==> src/cts_pkg.sv <==
// Shared types, constants and helpers for the curve tracer sweep sequencer.
package cts_pkg;

   localparam int MAX_INNER_POINTS = 1024;
   localparam int MAX_CURVES = 256;

   localparam int VOLT_W = 20;
   localparam int INNER_COUNT_W = 11;
   localparam int OUTER_COUNT_W = 9;
   localparam int LIMIT_W = 36;
   localparam int LIMIT3_W = LIMIT_W + 2;
   localparam int AVOLTS_W = 19;
   localparam int ACURRENT_W = 18;
   localparam int POWER_W = AVOLTS_W + ACURRENT_W;
   localparam int PROGRESS_W = 7;

   localparam int PCT_FULL = 100;
   localparam int TOTAL_W = $clog2(MAX_INNER_POINTS * MAX_CURVES + 1);
   localparam int DIVD_W = $clog2(PCT_FULL * MAX_INNER_POINTS * MAX_CURVES + 1);
   localparam int DIVW_W = TOTAL_W + PROGRESS_W;
   localparam int PROD_W = VOLT_W + INNER_COUNT_W + 1;
   localparam int SUM_W = PROD_W + 2;

   localparam int CSR_DATA_W = 64;
   localparam int CSR_ADDR_W = 6;
   localparam int CSR_INDEX_W = 3;

   localparam int CMD_DEPTH = 2;
   localparam int RSP_DEPTH = 4;

   localparam logic signed [VOLT_W-1:0] VOLT_MAX = {1'b0, {(VOLT_W-1){1'b1}}};
   localparam logic signed [VOLT_W-1:0] VOLT_MIN = {1'b1, {(VOLT_W-1){1'b0}}};

   typedef enum logic [1:0] {
      MODE_START  = 2'd0,
      MODE_READY  = 2'd1,
      MODE_FAILED = 2'd2,
      MODE_ABORT  = 2'd3
   } mode_type;

   typedef enum logic [2:0] {
      KIND_SETPOINT  = 3'd0,
      KIND_SAMPLE    = 3'd1,
      KIND_CURVE_END = 3'd2,
      KIND_COMPLETE  = 3'd3,
      KIND_ABORTED   = 3'd4
   } kind_type;

   typedef enum logic [CSR_INDEX_W-1:0] {
      REG_INNER_START = 3'd0,
      REG_INNER_STEP  = 3'd1,
      REG_INNER_COUNT = 3'd2,
      REG_OUTER_START = 3'd3,
      REG_OUTER_STEP  = 3'd4,
      REG_OUTER_COUNT = 3'd5,
      REG_POWER_LIMIT = 3'd6,
      REG_DISCHARGE   = 3'd7
   } reg_index_type;

   typedef enum logic [3:0] {
      ST_IDLE,
      ST_DECODE,
      ST_SMP_MUL,
      ST_SMP_EMIT,
      ST_ADVANCE,
      ST_CEND,
      ST_OMUL,
      ST_OSAT,
      ST_SP_MUL,
      ST_SP_ADD,
      ST_SP_SCALE,
      ST_SP_DIV,
      ST_SP_EMIT,
      ST_COMPLETE,
      ST_ABORT
   } back_state_type;

   typedef struct packed {
      mode_type                mode;
      logic [AVOLTS_W-1:0]     anode_volts;
      logic [ACURRENT_W-1:0]   anode_current;
   } req_type;

   typedef struct packed {
      kind_type                  kind;
      logic signed [VOLT_W-1:0]  inner_value;
      logic signed [VOLT_W-1:0]  outer_value;
      logic                      first_of_curve;
      logic [PROGRESS_W-1:0]     progress;
      logic                      discharge;
      logic                      last;
   } rsp_type;

   typedef struct packed {
      mode_type             mode;
      logic [POWER_W-1:0]   power;
   } cmd_type;

   typedef struct packed {
      logic signed [VOLT_W-1:0]   inner_start;
      logic signed [VOLT_W-1:0]   inner_step;
      logic [INNER_COUNT_W-1:0]   inner_count;
      logic signed [VOLT_W-1:0]   outer_start;
      logic signed [VOLT_W-1:0]   outer_step;
      logic [OUTER_COUNT_W-1:0]   outer_count;
      logic [LIMIT_W-1:0]         power_limit;
      logic [LIMIT3_W-1:0]        power_limit3;
      logic                       discharge_on_complete;
   } cfg_type;

   function automatic logic signed [VOLT_W-1:0] sat_volt(input logic signed [SUM_W-1:0] v);
      logic signed [VOLT_W-1:0] r;
      if (v > SUM_W'(VOLT_MAX)) begin
         r = VOLT_MAX;
      end else if (v < SUM_W'(VOLT_MIN)) begin
         r = VOLT_MIN;
      end else begin
         r = v[VOLT_W-1:0];
      end
      return r;
   endfunction

endpackage

==> src/cts_csr.sv <==
// Configuration register file behind the APB-style port.
module cts_csr
   import cts_pkg::*;
(
   input  logic                    clock,
   input  logic                    reset,
   input  logic                    csr_psel,
   input  logic                    csr_penable,
   input  logic                    csr_pwrite,
   input  logic [CSR_ADDR_W-1:0]   csr_paddr,
   input  logic [CSR_DATA_W-1:0]   csr_pwdata,
   output logic [CSR_DATA_W-1:0]   csr_prdata,
   output logic                    csr_pready,
   output cfg_type                 cfg
);

   cfg_type       cfg_ff;
   reg_index_type index;
   logic          write_en;

   assign csr_pready = 1'b1;
   assign index = reg_index_type'(csr_paddr[CSR_ADDR_W-1 -: CSR_INDEX_W]);
   assign write_en = csr_psel & csr_penable & csr_pwrite & csr_pready;
   assign cfg = cfg_ff;

   always_ff @(posedge clock) begin
      if (reset) begin
         cfg_ff.inner_start <= '0;
         cfg_ff.inner_step <= '0;
         cfg_ff.inner_count <= INNER_COUNT_W'(1);
         cfg_ff.outer_start <= '0;
         cfg_ff.outer_step <= '0;
         cfg_ff.outer_count <= OUTER_COUNT_W'(1);
         cfg_ff.power_limit <= '0;
         cfg_ff.power_limit3 <= '0;
         cfg_ff.discharge_on_complete <= 1'b0;
      end else if (write_en) begin
         case (index)
            REG_INNER_START: cfg_ff.inner_start <= csr_pwdata[VOLT_W-1:0];
            REG_INNER_STEP:  cfg_ff.inner_step <= csr_pwdata[VOLT_W-1:0];
            REG_INNER_COUNT: cfg_ff.inner_count <= csr_pwdata[INNER_COUNT_W-1:0];
            REG_OUTER_START: cfg_ff.outer_start <= csr_pwdata[VOLT_W-1:0];
            REG_OUTER_STEP:  cfg_ff.outer_step <= csr_pwdata[VOLT_W-1:0];
            REG_OUTER_COUNT: cfg_ff.outer_count <= csr_pwdata[OUTER_COUNT_W-1:0];
            REG_POWER_LIMIT: begin
               cfg_ff.power_limit <= csr_pwdata[LIMIT_W-1:0];
               cfg_ff.power_limit3 <= LIMIT3_W'(csr_pwdata[LIMIT_W-1:0])
                                    + {csr_pwdata[LIMIT_W-1:0], 1'b0};
            end
            REG_DISCHARGE:   cfg_ff.discharge_on_complete <= csr_pwdata[0];
            default: ;
         endcase
      end
   end

   always_comb begin
      case (index)
         REG_INNER_START: csr_prdata = CSR_DATA_W'(cfg_ff.inner_start);
         REG_INNER_STEP:  csr_prdata = CSR_DATA_W'(cfg_ff.inner_step);
         REG_INNER_COUNT: csr_prdata = CSR_DATA_W'(cfg_ff.inner_count);
         REG_OUTER_START: csr_prdata = CSR_DATA_W'(cfg_ff.outer_start);
         REG_OUTER_STEP:  csr_prdata = CSR_DATA_W'(cfg_ff.outer_step);
         REG_OUTER_COUNT: csr_prdata = CSR_DATA_W'(cfg_ff.outer_count);
         REG_POWER_LIMIT: csr_prdata = CSR_DATA_W'(cfg_ff.power_limit);
         REG_DISCHARGE:   csr_prdata = CSR_DATA_W'(cfg_ff.discharge_on_complete);
         default:         csr_prdata = '0;
      endcase
   end

endmodule

==> src/cts_front.sv <==
// Input stage: take an event item, form its anode power and pass it on as a command.
module cts_front
   import cts_pkg::*;
(
   input  logic      clock,
   input  logic      reset,
   input  logic      req_push,
   output logic      req_full,
   input  req_type   req_data,
   output logic      cmd_push,
   input  logic      cmd_full,
   output cmd_type   cmd_data
);

   logic    valid_ff;
   logic    valid_in;
   req_type hold_ff;
   logic    accept;

   assign req_full = valid_ff & cmd_full;
   assign accept = req_push & ~req_full;
   assign cmd_push = valid_ff & ~cmd_full;
   assign valid_in = accept | (valid_ff & cmd_full);

   always_comb begin
      cmd_data.mode = hold_ff.mode;
      cmd_data.power = POWER_W'(hold_ff.anode_volts) * POWER_W'(hold_ff.anode_current);
   end

   always_ff @(posedge clock) begin
      if (reset) begin
         valid_ff <= 1'b0;
      end else begin
         valid_ff <= valid_in;
      end
   end

   always_ff @(posedge clock) begin
      if (accept) begin
         hold_ff <= req_data;
      end
   end

endmodule

==> src/cts_cmd_queue.sv <==
// Short command queue between the input stage and the sweep engine.
module cts_cmd_queue
   import cts_pkg::*;
(
   input  logic      clock,
   input  logic      reset,
   input  logic      push,
   output logic      full,
   input  cmd_type   push_data,
   input  logic      pop,
   output logic      valid,
   output cmd_type   pop_data
);

   localparam int PTR_W = $clog2(CMD_DEPTH);
   localparam int CNT_W = $clog2(CMD_DEPTH + 1);

   cmd_type            mem_ff [CMD_DEPTH];
   logic [PTR_W-1:0]   wr_ptr_ff;
   logic [PTR_W-1:0]   rd_ptr_ff;
   logic [CNT_W-1:0]   count_ff;
   logic               do_push;
   logic               do_pop;

   assign full = (count_ff == CNT_W'(CMD_DEPTH));
   assign valid = (count_ff != '0);
   assign do_push = push & ~full;
   assign do_pop = pop & valid;
   assign pop_data = mem_ff[rd_ptr_ff];

   always_ff @(posedge clock) begin
      if (reset) begin
         wr_ptr_ff <= '0;
         rd_ptr_ff <= '0;
         count_ff <= '0;
      end else begin
         if (do_push) begin
            wr_ptr_ff <= (wr_ptr_ff == PTR_W'(CMD_DEPTH - 1)) ? '0 : wr_ptr_ff + 1'b1;
         end
         if (do_pop) begin
            rd_ptr_ff <= (rd_ptr_ff == PTR_W'(CMD_DEPTH - 1)) ? '0 : rd_ptr_ff + 1'b1;
         end
         count_ff <= count_ff + CNT_W'(do_push) - CNT_W'(do_pop);
      end
   end

   always_ff @(posedge clock) begin
      if (do_push) begin
         mem_ff[wr_ptr_ff] <= push_data;
      end
   end

endmodule

==> src/cts_back.sv <==
// Sweep engine: run the two-level sweep, work out progress and queue the result items.
module cts_back
   import cts_pkg::*;
(
   input  logic      clock,
   input  logic      reset,
   input  cfg_type   cfg,
   input  logic      cmd_valid,
   input  cmd_type   cmd_data,
   output logic      cmd_pop,
   output logic      rsp_empty,
   input  logic      rsp_pop,
   output rsp_type   rsp_data
);

   localparam int RPTR_W = $clog2(RSP_DEPTH);
   localparam int RCNT_W = $clog2(RSP_DEPTH + 1);
   localparam int BIT_W = $clog2(PROGRESS_W);

   back_state_type state_ff, state_in;

   cmd_type                    cmd_ff;
   logic                       overload_ff;
   logic                       running_ff;
   logic [INNER_COUNT_W-1:0]   inner_index_ff;
   logic [OUTER_COUNT_W-1:0]   outer_index_ff;
   logic signed [VOLT_W-1:0]   outer_voltage_ff;
   logic signed [PROD_W-1:0]   prod_ff;
   logic [TOTAL_W-1:0]         done_ff;
   logic [TOTAL_W-1:0]         total_ff;
   logic [DIVD_W-1:0]          rem_ff;
   logic [PROGRESS_W-1:0]      quo_ff;
   logic [BIT_W-1:0]           bit_ff;

   logic [INNER_COUNT_W-1:0]   eff_inner;
   logic [OUTER_COUNT_W-1:0]   eff_outer;
   logic [INNER_COUNT_W:0]     inner_next;
   logic [OUTER_COUNT_W:0]     outer_next;
   logic                       inner_more;
   logic                       outer_more;
   logic signed [VOLT_W-1:0]   inner_volts;
   logic [DIVW_W-1:0]          trial;
   logic                       trial_fits;

   rsp_type                    rq_mem_ff [RSP_DEPTH];
   logic [RPTR_W-1:0]          rq_wr_ff;
   logic [RPTR_W-1:0]          rq_rd_ff;
   logic [RCNT_W-1:0]          rq_count_ff;
   logic                       rq_full;
   logic                       rq_push;
   logic                       rq_pop;
   rsp_type                    rq_item;

   always_comb begin
      if (cfg.inner_count == '0) begin
         eff_inner = INNER_COUNT_W'(1);
      end else if (cfg.inner_count > INNER_COUNT_W'(MAX_INNER_POINTS)) begin
         eff_inner = INNER_COUNT_W'(MAX_INNER_POINTS);
      end else begin
         eff_inner = cfg.inner_count;
      end
      if (cfg.outer_count == '0) begin
         eff_outer = OUTER_COUNT_W'(1);
      end else if (cfg.outer_count > OUTER_COUNT_W'(MAX_CURVES)) begin
         eff_outer = OUTER_COUNT_W'(MAX_CURVES);
      end else begin
         eff_outer = cfg.outer_count;
      end
   end

   assign inner_next = {1'b0, inner_index_ff} + 1'b1;
   assign outer_next = {1'b0, outer_index_ff} + 1'b1;
   assign inner_more = inner_next < {1'b0, eff_inner};
   assign outer_more = outer_next < {1'b0, eff_outer};
   assign inner_volts = sat_volt(SUM_W'(cfg.inner_start) + SUM_W'(prod_ff));
   assign trial = DIVW_W'(total_ff) << bit_ff;
   assign trial_fits = DIVW_W'(rem_ff) >= trial;

   // next state
   always_comb begin
      state_in = state_ff;
      case (state_ff)
         ST_IDLE: begin
            if (cmd_valid) begin
               state_in = ST_DECODE;
            end
         end
         ST_DECODE: begin
            case (cmd_ff.mode)
               MODE_START:  state_in = running_ff ? ST_IDLE : ST_OSAT;
               MODE_READY:  state_in = running_ff ? ST_SMP_MUL : ST_IDLE;
               MODE_FAILED: state_in = running_ff ? ST_ADVANCE : ST_IDLE;
               MODE_ABORT:  state_in = running_ff ? ST_ABORT : ST_IDLE;
               default:     state_in = ST_IDLE;
            endcase
         end
         ST_SMP_MUL: state_in = ST_SMP_EMIT;
         ST_SMP_EMIT: begin
            if (!rq_full) begin
               state_in = overload_ff ? ST_CEND : ST_ADVANCE;
            end
         end
         ST_ADVANCE: state_in = inner_more ? ST_SP_MUL : ST_CEND;
         ST_CEND: begin
            if (!rq_full) begin
               state_in = outer_more ? ST_OMUL : ST_COMPLETE;
            end
         end
         ST_OMUL:     state_in = ST_OSAT;
         ST_OSAT:     state_in = ST_SP_MUL;
         ST_SP_MUL:   state_in = ST_SP_ADD;
         ST_SP_ADD:   state_in = ST_SP_SCALE;
         ST_SP_SCALE: state_in = ST_SP_DIV;
         ST_SP_DIV: begin
            if (bit_ff == '0) begin
               state_in = ST_SP_EMIT;
            end
         end
         ST_SP_EMIT, ST_COMPLETE, ST_ABORT: begin
            if (!rq_full) begin
               state_in = ST_IDLE;
            end
         end
         default: state_in = ST_IDLE;
      endcase
   end

   // outputs
   always_comb begin
      cmd_pop = 1'b0;
      rq_push = 1'b0;
      rq_item = '0;
      case (state_ff)
         ST_IDLE: cmd_pop = cmd_valid;
         ST_SMP_EMIT: begin
            rq_push = ~rq_full;
            rq_item.kind = KIND_SAMPLE;
            rq_item.inner_value = inner_volts;
            rq_item.outer_value = outer_voltage_ff;
         end
         ST_CEND: begin
            rq_push = ~rq_full;
            rq_item.kind = KIND_CURVE_END;
            rq_item.outer_value = outer_voltage_ff;
         end
         ST_SP_EMIT: begin
            rq_push = ~rq_full;
            rq_item.kind = KIND_SETPOINT;
            rq_item.inner_value = inner_volts;
            rq_item.outer_value = outer_voltage_ff;
            rq_item.first_of_curve = (inner_index_ff == '0);
            rq_item.progress = (quo_ff > PROGRESS_W'(PCT_FULL)) ? PROGRESS_W'(PCT_FULL) : quo_ff;
            rq_item.last = 1'b1;
         end
         ST_COMPLETE: begin
            rq_push = ~rq_full;
            rq_item.kind = KIND_COMPLETE;
            rq_item.outer_value = outer_voltage_ff;
            rq_item.progress = PROGRESS_W'(PCT_FULL);
            rq_item.discharge = cfg.discharge_on_complete;
            rq_item.last = 1'b1;
         end
         ST_ABORT: begin
            rq_push = ~rq_full;
            rq_item.kind = KIND_ABORTED;
            rq_item.last = 1'b1;
         end
         default: ;
      endcase
   end

   always_ff @(posedge clock) begin
      if (reset) begin
         state_ff <= ST_IDLE;
         running_ff <= 1'b0;
         inner_index_ff <= '0;
         outer_index_ff <= '0;
         outer_voltage_ff <= '0;
         bit_ff <= '0;
      end else begin
         state_ff <= state_in;
         case (state_ff)
            ST_DECODE: begin
               if (cmd_ff.mode == MODE_START && !running_ff) begin
                  running_ff <= 1'b1;
                  inner_index_ff <= '0;
                  outer_index_ff <= '0;
               end
               if (cmd_ff.mode == MODE_ABORT) begin
                  running_ff <= 1'b0;
               end
            end
            ST_ADVANCE: inner_index_ff <= inner_next[INNER_COUNT_W-1:0];
            ST_CEND: begin
               if (!rq_full) begin
                  outer_index_ff <= outer_next[OUTER_COUNT_W-1:0];
                  if (outer_more) begin
                     inner_index_ff <= '0;
                  end else begin
                     running_ff <= 1'b0;
                  end
               end
            end
            ST_OSAT: outer_voltage_ff <= sat_volt(SUM_W'(cfg.outer_start) + SUM_W'(prod_ff));
            ST_SP_SCALE: bit_ff <= BIT_W'(PROGRESS_W - 1);
            ST_SP_DIV: bit_ff <= bit_ff - 1'b1;
            default: ;
         endcase
      end
   end

   always_ff @(posedge clock) begin
      case (state_ff)
         ST_IDLE: begin
            if (cmd_valid) begin
               cmd_ff <= cmd_data;
            end
         end
         ST_DECODE: begin
            overload_ff <= (cfg.power_limit != '0)
                        && ((POWER_W + 1)'(cmd_ff.power) > cfg.power_limit3);
            prod_ff <= '0;
         end
         ST_SMP_MUL, ST_SP_MUL: begin
            prod_ff <= PROD_W'($signed({1'b0, inner_index_ff})) * PROD_W'(cfg.inner_step);
         end
         ST_OMUL: begin
            prod_ff <= PROD_W'($signed({1'b0, outer_index_ff})) * PROD_W'(cfg.outer_step);
         end
         default: ;
      endcase
      case (state_ff)
         ST_SP_MUL: begin
            done_ff <= TOTAL_W'(outer_index_ff) * TOTAL_W'(eff_inner);
            total_ff <= TOTAL_W'(eff_outer) * TOTAL_W'(eff_inner);
         end
         ST_SP_ADD: done_ff <= done_ff + TOTAL_W'(inner_index_ff);
         ST_SP_SCALE: begin
            rem_ff <= DIVD_W'(done_ff) * DIVD_W'(PCT_FULL);
            quo_ff <= '0;
         end
         ST_SP_DIV: begin
            if (trial_fits) begin
               rem_ff <= DIVD_W'(DIVW_W'(rem_ff) - trial);
               quo_ff[bit_ff] <= 1'b1;
            end
         end
         default: ;
      endcase
   end

   // result queue
   assign rq_full = (rq_count_ff == RCNT_W'(RSP_DEPTH));
   assign rsp_empty = (rq_count_ff == '0);
   assign rq_pop = rsp_pop & ~rsp_empty;
   assign rsp_data = rq_mem_ff[rq_rd_ff];

   always_ff @(posedge clock) begin
      if (reset) begin
         rq_wr_ff <= '0;
         rq_rd_ff <= '0;
         rq_count_ff <= '0;
      end else begin
         if (rq_push) begin
            rq_wr_ff <= (rq_wr_ff == RPTR_W'(RSP_DEPTH - 1)) ? '0 : rq_wr_ff + 1'b1;
         end
         if (rq_pop) begin
            rq_rd_ff <= (rq_rd_ff == RPTR_W'(RSP_DEPTH - 1)) ? '0 : rq_rd_ff + 1'b1;
         end
         rq_count_ff <= rq_count_ff + RCNT_W'(rq_push) - RCNT_W'(rq_pop);
      end
   end

   always_ff @(posedge clock) begin
      if (rq_push) begin
         rq_mem_ff[rq_wr_ff] <= rq_item;
      end
   end

endmodule

==> src/curve_tracer_sweep_sequencer.sv <==
// Top level of the curve tracer sweep sequencer.
//
//   channel   ports              direction   handshake
//   event     req_*              in          push / full
//   result    rsp_*              out         empty / pop
//   config    csr_*              in/out      APB-style, 64-bit data, 8-byte stride
//
// In the sweep engine every event is decoded first; a setpoint then passes through the multiply,
// add, scale, progress divider and emit states, and events that do nothing go back to idle.
// Up to two events wait in the command queue and four result items in the result queue.
// Reset is synchronous and active high; it clears the sweep state and all queues.
// A full result queue stalls the engine; a stalled engine raises req_full once the
// command queue is full and the input stage holds an event.
module curve_tracer_sweep_sequencer
   import cts_pkg::*;
(
   input  logic                    clock,
   input  logic                    reset,
   input  logic                    req_push,
   output logic                    req_full,
   input  req_type                 req_data,
   output logic                    rsp_empty,
   input  logic                    rsp_pop,
   output rsp_type                 rsp_data,
   input  logic                    csr_psel,
   input  logic                    csr_penable,
   input  logic                    csr_pwrite,
   input  logic [CSR_ADDR_W-1:0]   csr_paddr,
   input  logic [CSR_DATA_W-1:0]   csr_pwdata,
   output logic [CSR_DATA_W-1:0]   csr_prdata,
   output logic                    csr_pready
);

   cfg_type cfg;
   cmd_type front_cmd;
   cmd_type queue_cmd;
   logic    cmd_push;
   logic    cmd_full;
   logic    cmd_valid;
   logic    cmd_pop;

   cts_csr u_csr (
      .clock       (clock),
      .reset       (reset),
      .csr_psel    (csr_psel),
      .csr_penable (csr_penable),
      .csr_pwrite  (csr_pwrite),
      .csr_paddr   (csr_paddr),
      .csr_pwdata  (csr_pwdata),
      .csr_prdata  (csr_prdata),
      .csr_pready  (csr_pready),
      .cfg         (cfg)
   );

   cts_front u_front (
      .clock    (clock),
      .reset    (reset),
      .req_push (req_push),
      .req_full (req_full),
      .req_data (req_data),
      .cmd_push (cmd_push),
      .cmd_full (cmd_full),
      .cmd_data (front_cmd)
   );

   cts_cmd_queue u_cmd_queue (
      .clock     (clock),
      .reset     (reset),
      .push      (cmd_push),
      .full      (cmd_full),
      .push_data (front_cmd),
      .pop       (cmd_pop),
      .valid     (cmd_valid),
      .pop_data  (queue_cmd)
   );

   cts_back u_back (
      .clock     (clock),
      .reset     (reset),
      .cfg       (cfg),
      .cmd_valid (cmd_valid),
      .cmd_data  (queue_cmd),
      .cmd_pop   (cmd_pop),
      .rsp_empty (rsp_empty),
      .rsp_pop   (rsp_pop),
      .rsp_data  (rsp_data)
   );

endmodule

==> config.mk <==
export PLATFORM = sky130hd
export DESIGN_NAME = curve_tracer_sweep_sequencer
export DESIGN_NICKNAME = d
export VERILOG_FILES = /design/src/cts_pkg.sv /design/src/cts_csr.sv /design/src/cts_front.sv /design/src/cts_cmd_queue.sv /design/src/cts_back.sv /design/src/curve_tracer_sweep_sequencer.sv
export SDC_FILE = /design/constraint.sdc
export NUM_CORES = 2
export LEC_CHECK = 0
export ABC_CLOCK_PERIOD_IN_PS = 6100
export BUFFER_PORTS_ARGS = -buffer_cell sky130_fd_sc_hd__buf_2
export CAP_MARGIN = 20
export CELL_PAD_IN_SITES_DETAIL_PLACEMENT = 0
export CELL_PAD_IN_SITES_GLOBAL_PLACEMENT = 2
export CORE_MARGIN = 10
export CORE_UTILIZATION = 38
export CTS_BUF_LIST = sky130_fd_sc_hd__clkbuf_8
export DETAILED_ROUTE_END_ITERATION = 6
export PLACE_DENSITY_LB_ADDON = 0.1
export SYNTH_ARGS = -nofsm -noshare
export SYNTH_HDL_FRONTEND = slang
export SYNTH_SLANG_ARGS = --single-unit
==> constraint.sdc <==
create_clock -name clock -period 6.1 [get_ports clock]
set_input_delay 1.22 -clock clock [delete_from_list [all_inputs] [get_ports clock]]
set_output_delay 1.22 -clock clock [all_outputs]
set_load 0.02 [all_outputs]
== Yosys cells after proc, flatten, opt, wreduce, memory -nomap -nowiden ==
Memories as Yosys holds them, arrays and structs flattened. A register that Yosys moved wholly into a read port is not among the register bits.
Cells that the tools add are included.

* Muxes and demuxes: 64
* Multipliers: 6
* Add/subtract/negate cells: 16
* Bitwise operators: 14
* $lt $le $gt $ge: 13
* Reduce and logical (&&, ||, !) cells: 38
* Shift operators: 1
* Eq/ne operators: 38

{| class="wikitable"
|+ Operators with widths
! operator !! number
|-
| $pmux 64 s8 || 1
|-
| $mux 20 || 6
|-
| $pmux 32 s3 || 1
|-
| $gt 34x20->1 const B || 2
|-
| $lt 34x20->1 const B || 2
|-
| $add 20x32->33 || 2
|-
| $mux 11 || 5
|-
| $pmux 4 s13 || 1
|-
| $pmux 25 s2 || 1
|-
| $add 36x37->38 || 1
|-
| $gt 37x38->1 || 1
|-
| $mul 9x11->19 || 2
|-
| $pmux 19 s2 || 1
|-
| $mul 19x18->37 || 1
|-
| $mux 9 || 4
|-
| $reduce_bool 36->1 || 1
|-
| $pmux 11 s3 || 1
|-
| $mul 12x20->32 || 1
|-
| $mux 4 || 8
|-
| $mul 10x20->30 || 1
|-
| $eq 4x4->1 const B || 7
|-
| $pmux 7 s2 || 2
|-
| $ge 25x26->1 || 1
|-
| $shl 19x3->26 || 1
|-
| other kinds (62) || 136
|}

* Memories kept: 2
* Memory bits (writable): 290
* Input bits: 116
* Register bits: 377

{| class="wikitable"
|+ Memories
! name !! words !! bits a word !! rd ports !! clocked after memory_dff !! write ports !! line !! source
|-
| u_back.rq_mem_ff || 4 || 53 || 1 || 1 || 1 || cts_back.sv:45 || <nowiki>rsp_type rq_mem_ff [RSP_DEPTH];</nowiki>
|-
| u_cmd_queue.mem_ff || 2 || 39 || 1 || 1 || 1 || cts_cmd_queue.sv:18 || <nowiki>cmd_type mem_ff [CMD_DEPTH];</nowiki>
|}

== Logic depth before layout (Yosys ltp) ==
* Depth in word-level cells: 7
* Gate-level depth with buffers: 26
* Depth with buffers taken out: 25

== Modules after synthesis ==
Synthesis repeated with hierarchy kept, for this count alone.

* Cells, all modules: 7,409
* Area, all modules: 70,576.4 um2

{| class="wikitable"
|+ Modules (own cells, without submodules)
! module !! cells an instance !! times used !! area each (um2)
|-
| cts_back || 4,650 || 1 || 45,429.8
|-
| cts_front || 1,383 || 1 || 12,642.1
|-
| cts_csr || 1,228 || 1 || 9,457.8
|-
| cts_cmd_queue || 148 || 1 || 3,046.7
|}

== Least setup slack after synthesis ==
Ideal clock, no wire load.

* Kind: register to register
* Start point: register u_front.hold_ff[9] (netlist bit)
* End point: memory u_cmd_queue.mem_ff[0][35] (netlist bit), data pin
* Library setup time: 0.269 ns
* Path buffers: 2
* Period minus slack after synthesis: 6.470 ns
* Cell stages (with the launch flop): 23
* Data arrival time: 6.201 ns
* Setup slack: -0.370 ns
* Cell sequence: edfxtp_1 -> clkbuf_1 -> clkbuf_1 -> nand2_1 -> fa_1 -> inv_1 -> fa_1 -> fa_1 -> fa_1 -> fa_1 -> inv_1 -> fa_1 -> inv_1 -> ha_1 -> a21o_1 -> a21o_1 -> a21oi_1 -> o211ai_1 -> or3_1 -> o211a_1 -> o41ai_1 -> o21ai_0 -> xor2_1

{| class="wikitable"
|+ RTL lines
! element !! line !! source
|-
| from (decl) || cts_front.sv:17 || <nowiki>req_type hold_ff;</nowiki>
|-
| from (signal assigned) || cts_front.sv:40 || <nowiki>hold_ff <= req_data;</nowiki>
|-
| to (decl) || cts_cmd_queue.sv:18 ||
|}

==> results.txt <==
----------------------------------------------------
[Clock tree]
  Num CTS Buffers ... 140
  Number of buffers inserted for hold repair after clock tree synthesis ... 0
  Clock tree from TritonCTS ... done
  Clock-pin slew of the registers on the worst-case setup and hold paths ... approximately 0.050 ns
  Number of sinks handled by clock tree synthesis ... 707
  Root Buffer ... sky130_fd_sc_hd__clkbuf_8
  Maximum number of buffers from clock root to sink ... 3
  Worst skew pair latency ... 0.94 ns
  Number of levels in the clock H-tree ... 4

[Die]
  Total number of placement rows ... 157
  Initial core utilization ... 38.2%
  CORE AREA ... 0.183 mm²
  Die H ... 449 µm
  Die footprint ... 0.201 mm²
  Top Ports ... 236
  X dimension of the die ... between 400 and 500 µm

[Timing]
  Largest clock skew in the final design ... 0.0791 ns
  Pin slew with the least headroom to its limit ... 1.13 ns
  Max Clock Freq ... 155 MHz
  Hold Fails Final Rpt ... 0
  Remaining max-slew budget at the tightest pin ... 24.4%
  Worst hold slack after final layout ... 0.450 ns
  Part of the cycle the worst path needs ... 106%
  PnR worst setup slack ... -0.338 ns
  Final Critical Period ... 6.44 ns
  Number of setup violations in the final report ... 20
  RSZ-0062 raised after global routing ... true
  Number of pins exceeding their max-slew limit in the final report ... 0
  Total Negative Setup Slacks ... -3.96 ns

[Power and ir drop]
  Largest vdd supply drop ... 0.00149 V
  Total power density per cell area ... 420 mW/mm²
  Cell leakage power ... 0.0376 µW

[Critical path]
  Origin of the critical flop-to-flop path ... u_front.hold_ff[25]$_DFFE_PP_
  Cell-by-cell trace of the critical path ... buf_6 -> buf_6 -> buf_6 -> nand2_4 -> fa_1 -> inv_1 -> fa_1 -> fa_1 -> fa_1 -> fa_1 -> inv_2 -> fa_1 -> inv_2 -> ha_4 -> buf_6 -> a211oi_2 -> o21ai_1 -> a22o_1 -> a31oi_4 -> nor4_4 -> or3_4 -> a311oi_2 -> xnor2_1
  Largest delay share family, worst path ... adder cells
  Stages on worst setup path ... 23
  Delay of the slowest critical-path stage ... 0.56 ns
  Data required time of the worst path ... 6.71 ns
  Arrival time of the worst setup path ... 7.04 ns
  Worst setup EP type ... flop
  Worst setup path startpoint ... u_front.hold_ff[25]$_DFFE_PP_
  Type of the worst setup path ... reg -> reg
  Top fanout value on the critical path ... 4
  Number of buffers and inverters on the critical path ... 7
  Critical Path Slowest Stage Cell ... sky130_fd_sc_hd__fa_1
  Setup crit start kind ... flop
  Most common cell type on the critical path ... sky130_fd_sc_hd__fa_1
  Worst reg2reg path depth ... 23

[Finish]
  Share of layout cells above drive strength 1 ... 18.3%
  Non-filler instance count after layout ... 10543
  Area growth from synthesis to layout ... 17.5%
  Fin util ... 44.9%
  Layout net count ... 9433

[Global routing]
  Global-route wire length before repair ... 324000 µm
  Total grt overflow ... 0
  Initial antenna violation count ... 16
  Largest net degree at the start of global routing ... roughly 110
  Number of global-route vias before repair ... 55501
  GRT Resource Usage Total ... 20.3%

[Detailed routing]
  Number of remaining DRC errors ... 0
  DRC marker count from the first detailed-route iteration ... around 2900
  Total routed wirelength ... 207000 µm
  Routed length per placed instance ... 19.6 µm
  First-pass DRT Iterations ... 6
  Vias ... 52887
  Via density ... about 5
  Antenna violation net count after detailed routing ... 0

[Hold path]
  Path class of the lowest-slack min-delay path ... reg -> reg
  Hold Path Stages ... 2
  Beginning of the worst hold path ... u_csr.cfg[25]$_SDFFE_PP0P_

[Synth]
  Warning count from the yosys run ... 0
  Average instance area after synthesis ... about 9.5 µm²
  Post-synth top flop ... sky130_fd_sc_hd__edfxtp_1
  Share of synthesized registers carrying an async set or reset ... 0%
  Mapped Area ... roughly 0.07 mm²
  Number of register bits inferred by synthesis ... 707
  Net count after synthesis ... 8819
  Instance count of the mapped netlist ... 7351
  Fraction of the yosys area taken by sequential cells ... 27.0%
  Cell variety after synth ... 95
  Number of synthesized flops with an enable pin ... around 470

[Outcome]
  Violated checks ... setup timing
  Status ... finished, violations left

[Placed design]
  Hpwl dp ... ~170000 µm
  Count of input and output buffers ... 203
  Placer Congestion ... 0.855
  Instance count after placement with tap cells included ... 10215

[Flow run]
  Number of max-cap violations ... 0

----------------------------------------------------
## state kept, by name (all words and copies together) (netlist names), 3 cells and up, named ones only
register                 cells
u_back.rq_mem_ff           212
u_csr.cfg                  174
u_cmd_queue.mem_ff          78
u_back.cmd_ff               39
u_front.hold_ff             37
u_back.prod_ff              32
u_back.rem_ff               25
u_back.outer_voltage_ff     20
u_back.done_ff              19
u_back.total_ff             19
u_back.inner_index_ff       11
u_back.outer_index_ff        9
u_back.quo_ff                7
u_back.state_ff              4
u_back.bit_ff                3
u_back.rq_count_ff           3
## metrics by stage
step / instance area [µm²] / power (µW) / setup slack, ns
after floorplan: 70000 / 19100 / -0.0448
after CTS: 81000 / 32900 / -0.331
final: 82000 / 34400 / -0.338
after detailed placement: 77000 / 25700 / -0.628
after global placement: 77000 / 25600 / -0.617
after global routing: 82000 / 37700 / -0.586
## cells in the mapped netlist, types with 9 or more instances
| cell type | count | area share, % |
|---|---|---|
| sky130_fd_sc_hd__o22ai_1 | 32 | 0.29 |
| sky130_fd_sc_hd__o21ai_1 | 11 | 0.079 |
| sky130_fd_sc_hd__fa_1 | 765 | 22 |
| sky130_fd_sc_hd__nor3_1 | 88 | 0.63 |
| sky130_fd_sc_hd__a21oi_1 | 442 | 3.2 |
| sky130_fd_sc_hd__o2111ai_1 | 9 | 0.11 |
| sky130_fd_sc_hd__buf_4 | 28 | 0.30 |
| sky130_fd_sc_hd__o32ai_1 | 24 | 0.30 |
| sky130_fd_sc_hd__dfxtp_1 | 236 | 6.8 |
| sky130_fd_sc_hd__o21bai_1 | 31 | 0.33 |
| sky130_fd_sc_hd__o211ai_1 | 24 | 0.26 |
| sky130_fd_sc_hd__nor2_1 | 350 | 1.9 |
| sky130_fd_sc_hd__a31oi_1 | 23 | 0.21 |
| sky130_fd_sc_hd__nand2_1 | 1005 | 5.4 |
| sky130_fd_sc_hd__o21ai_0 | 178 | 1.3 |
| sky130_fd_sc_hd__inv_1 | 1131 | 6.1 |
| sky130_fd_sc_hd__edfxtp_1 | 471 | 20 |
| sky130_fd_sc_hd__mux4_2 | 62 | 2.0 |
| sky130_fd_sc_hd__buf_1 | 21 | 0.11 |
| sky130_fd_sc_hd__nand4_1 | 26 | 0.23 |
| sky130_fd_sc_hd__nor4_1 | 27 | 0.24 |
| sky130_fd_sc_hd__xor2_1 | 98 | 1.2 |
| sky130_fd_sc_hd__a21o_1 | 121 | 1.3 |
| sky130_fd_sc_hd__mux2i_1 | 63 | 0.90 |
| sky130_fd_sc_hd__or3_1 | 40 | 0.36 |
| sky130_fd_sc_hd__and3_1 | 59 | 0.53 |
| sky130_fd_sc_hd__ha_1 | 587 | 11 |
| sky130_fd_sc_hd__a211o_1 | 9 | 0.11 |
| sky130_fd_sc_hd__clkbuf_1 | 301 | 1.6 |
| sky130_fd_sc_hd__and2_1 | 392 | 3.5 |
| sky130_fd_sc_hd__o31ai_1 | 17 | 0.18 |
| sky130_fd_sc_hd__xnor2_1 | 159 | 2.0 |
| sky130_fd_sc_hd__a21boi_0 | 14 | 0.15 |
| sky130_fd_sc_hd__o21a_1 | 47 | 0.51 |
| sky130_fd_sc_hd__nor2b_1 | 69 | 0.62 |
| sky130_fd_sc_hd__mux2_2 | 50 | 0.81 |
| sky130_fd_sc_hd__a211oi_1 | 42 | 0.45 |
| sky130_fd_sc_hd__nand3_1 | 66 | 0.47 |
| sky130_fd_sc_hd__nand2b_1 | 49 | 0.44 |
## final timing paths
check / endpoint / slack (ns)
worst min register to register: u_csr.cfg[25]$_SDFFE_PP0P_ / 0.45
worst min-delay path: u_csr.cfg[25]$_SDFFE_PP0P_ / 0.45
worst max register to register: u_cmd_queue.mem_ff[1][30]$_DFFE_PP_ / -0.34
worst max-delay path: u_cmd_queue.mem_ff[1][30]$_DFFE_PP_ / -0.34
## layout make-up
type	instances	area [µm²]
Timing Repair Buffer	830	6240
Sequential cell	707	18900
Antenna cell	4	10.0
Multi-Input combinational cell	5147	46500
Inverter	1139	4280
Fill cell	17790	101000
Clock buffer	152	2090
Clock inverter	100	870
Tap cell	2464	3080
## routing by layer
layer  track usage, %  share of wire, %
met3             3.82               5.1
met2             32.4                45
met4             5.44               2.6
met5                0             0.021
met1             28.2                47
## worst register-to-register path, delay by kind of cell (launching register included)
family | cells | cell delay (ns)
adder cells (fa/ha/maj) | 7 | 3.43
flip-flops | 1 | 0.39
buffers and inverters | 7 | 0.63
AO/OA/AOI/OAI | 5 | 1.07
AND/OR/NAND/NOR | 3 | 0.54
XOR/XNOR | 1 | 0.12
## cell families (layout without fill, tap and decap cells)
family          Yosys count  after routing  share of synthesized area (%)
compound gates         1146           1146                           10.5
xor+xnor                257            257                           3.23
fa+ha+maj              1352           1352                           32.5
buf+inv                1497           2221                           8.24
flops                   707            707                           27.0
mux                     175            175                           3.71
other cells               1              5                        0.00537
simple gates           2216           2216                           14.9
## placed cells by master (no fill, tap or decap), types with 36 or more instances in the layout
master	instances
sky130_fd_sc_hd__inv_1	1115
sky130_fd_sc_hd__clkbuf_8	152
sky130_fd_sc_hd__fa_1	742
sky130_fd_sc_hd__o21a_1	47
sky130_fd_sc_hd__xor2_1	98
sky130_fd_sc_hd__a21o_1	120
sky130_fd_sc_hd__nand3_1	62
sky130_fd_sc_hd__mux2_2	50
sky130_fd_sc_hd__a211oi_1	36
sky130_fd_sc_hd__nand2_1	988
sky130_fd_sc_hd__nor2b_1	66
sky130_fd_sc_hd__dfxtp_1	205
sky130_fd_sc_hd__ha_1	559
sky130_fd_sc_hd__nand2b_1	48
sky130_fd_sc_hd__buf_2	204
sky130_fd_sc_hd__o21ai_0	157
sky130_fd_sc_hd__or3_1	36
sky130_fd_sc_hd__xnor2_1	154
sky130_fd_sc_hd__edfxtp_1	471
sky130_fd_sc_hd__and2_1	370
sky130_fd_sc_hd__inv_2	44
sky130_fd_sc_hd__and3_1	56
sky130_fd_sc_hd__mux2i_1	63
sky130_fd_sc_hd__nor3_1	78
sky130_fd_sc_hd__buf_6	43
sky130_fd_sc_hd__buf_4	552
sky130_fd_sc_hd__a21oi_1	418
sky130_fd_sc_hd__nor2_1	335
sky130_fd_sc_hd__mux4_2	62
## what timing repair did
action,CTS,global route
setup buffers,47,36
pin swaps,110,176
setup endpoints to repair,41,55
gates resized for setup,174,215
cloned,1,3
## report_power, final
group | switching [µW] | internal, µW
logic | 11300 | 10600
registers | 385 | 7030
clock network | 2370 | 2790
total | 14000 | 20400
(Power assumes the default switching activity.)
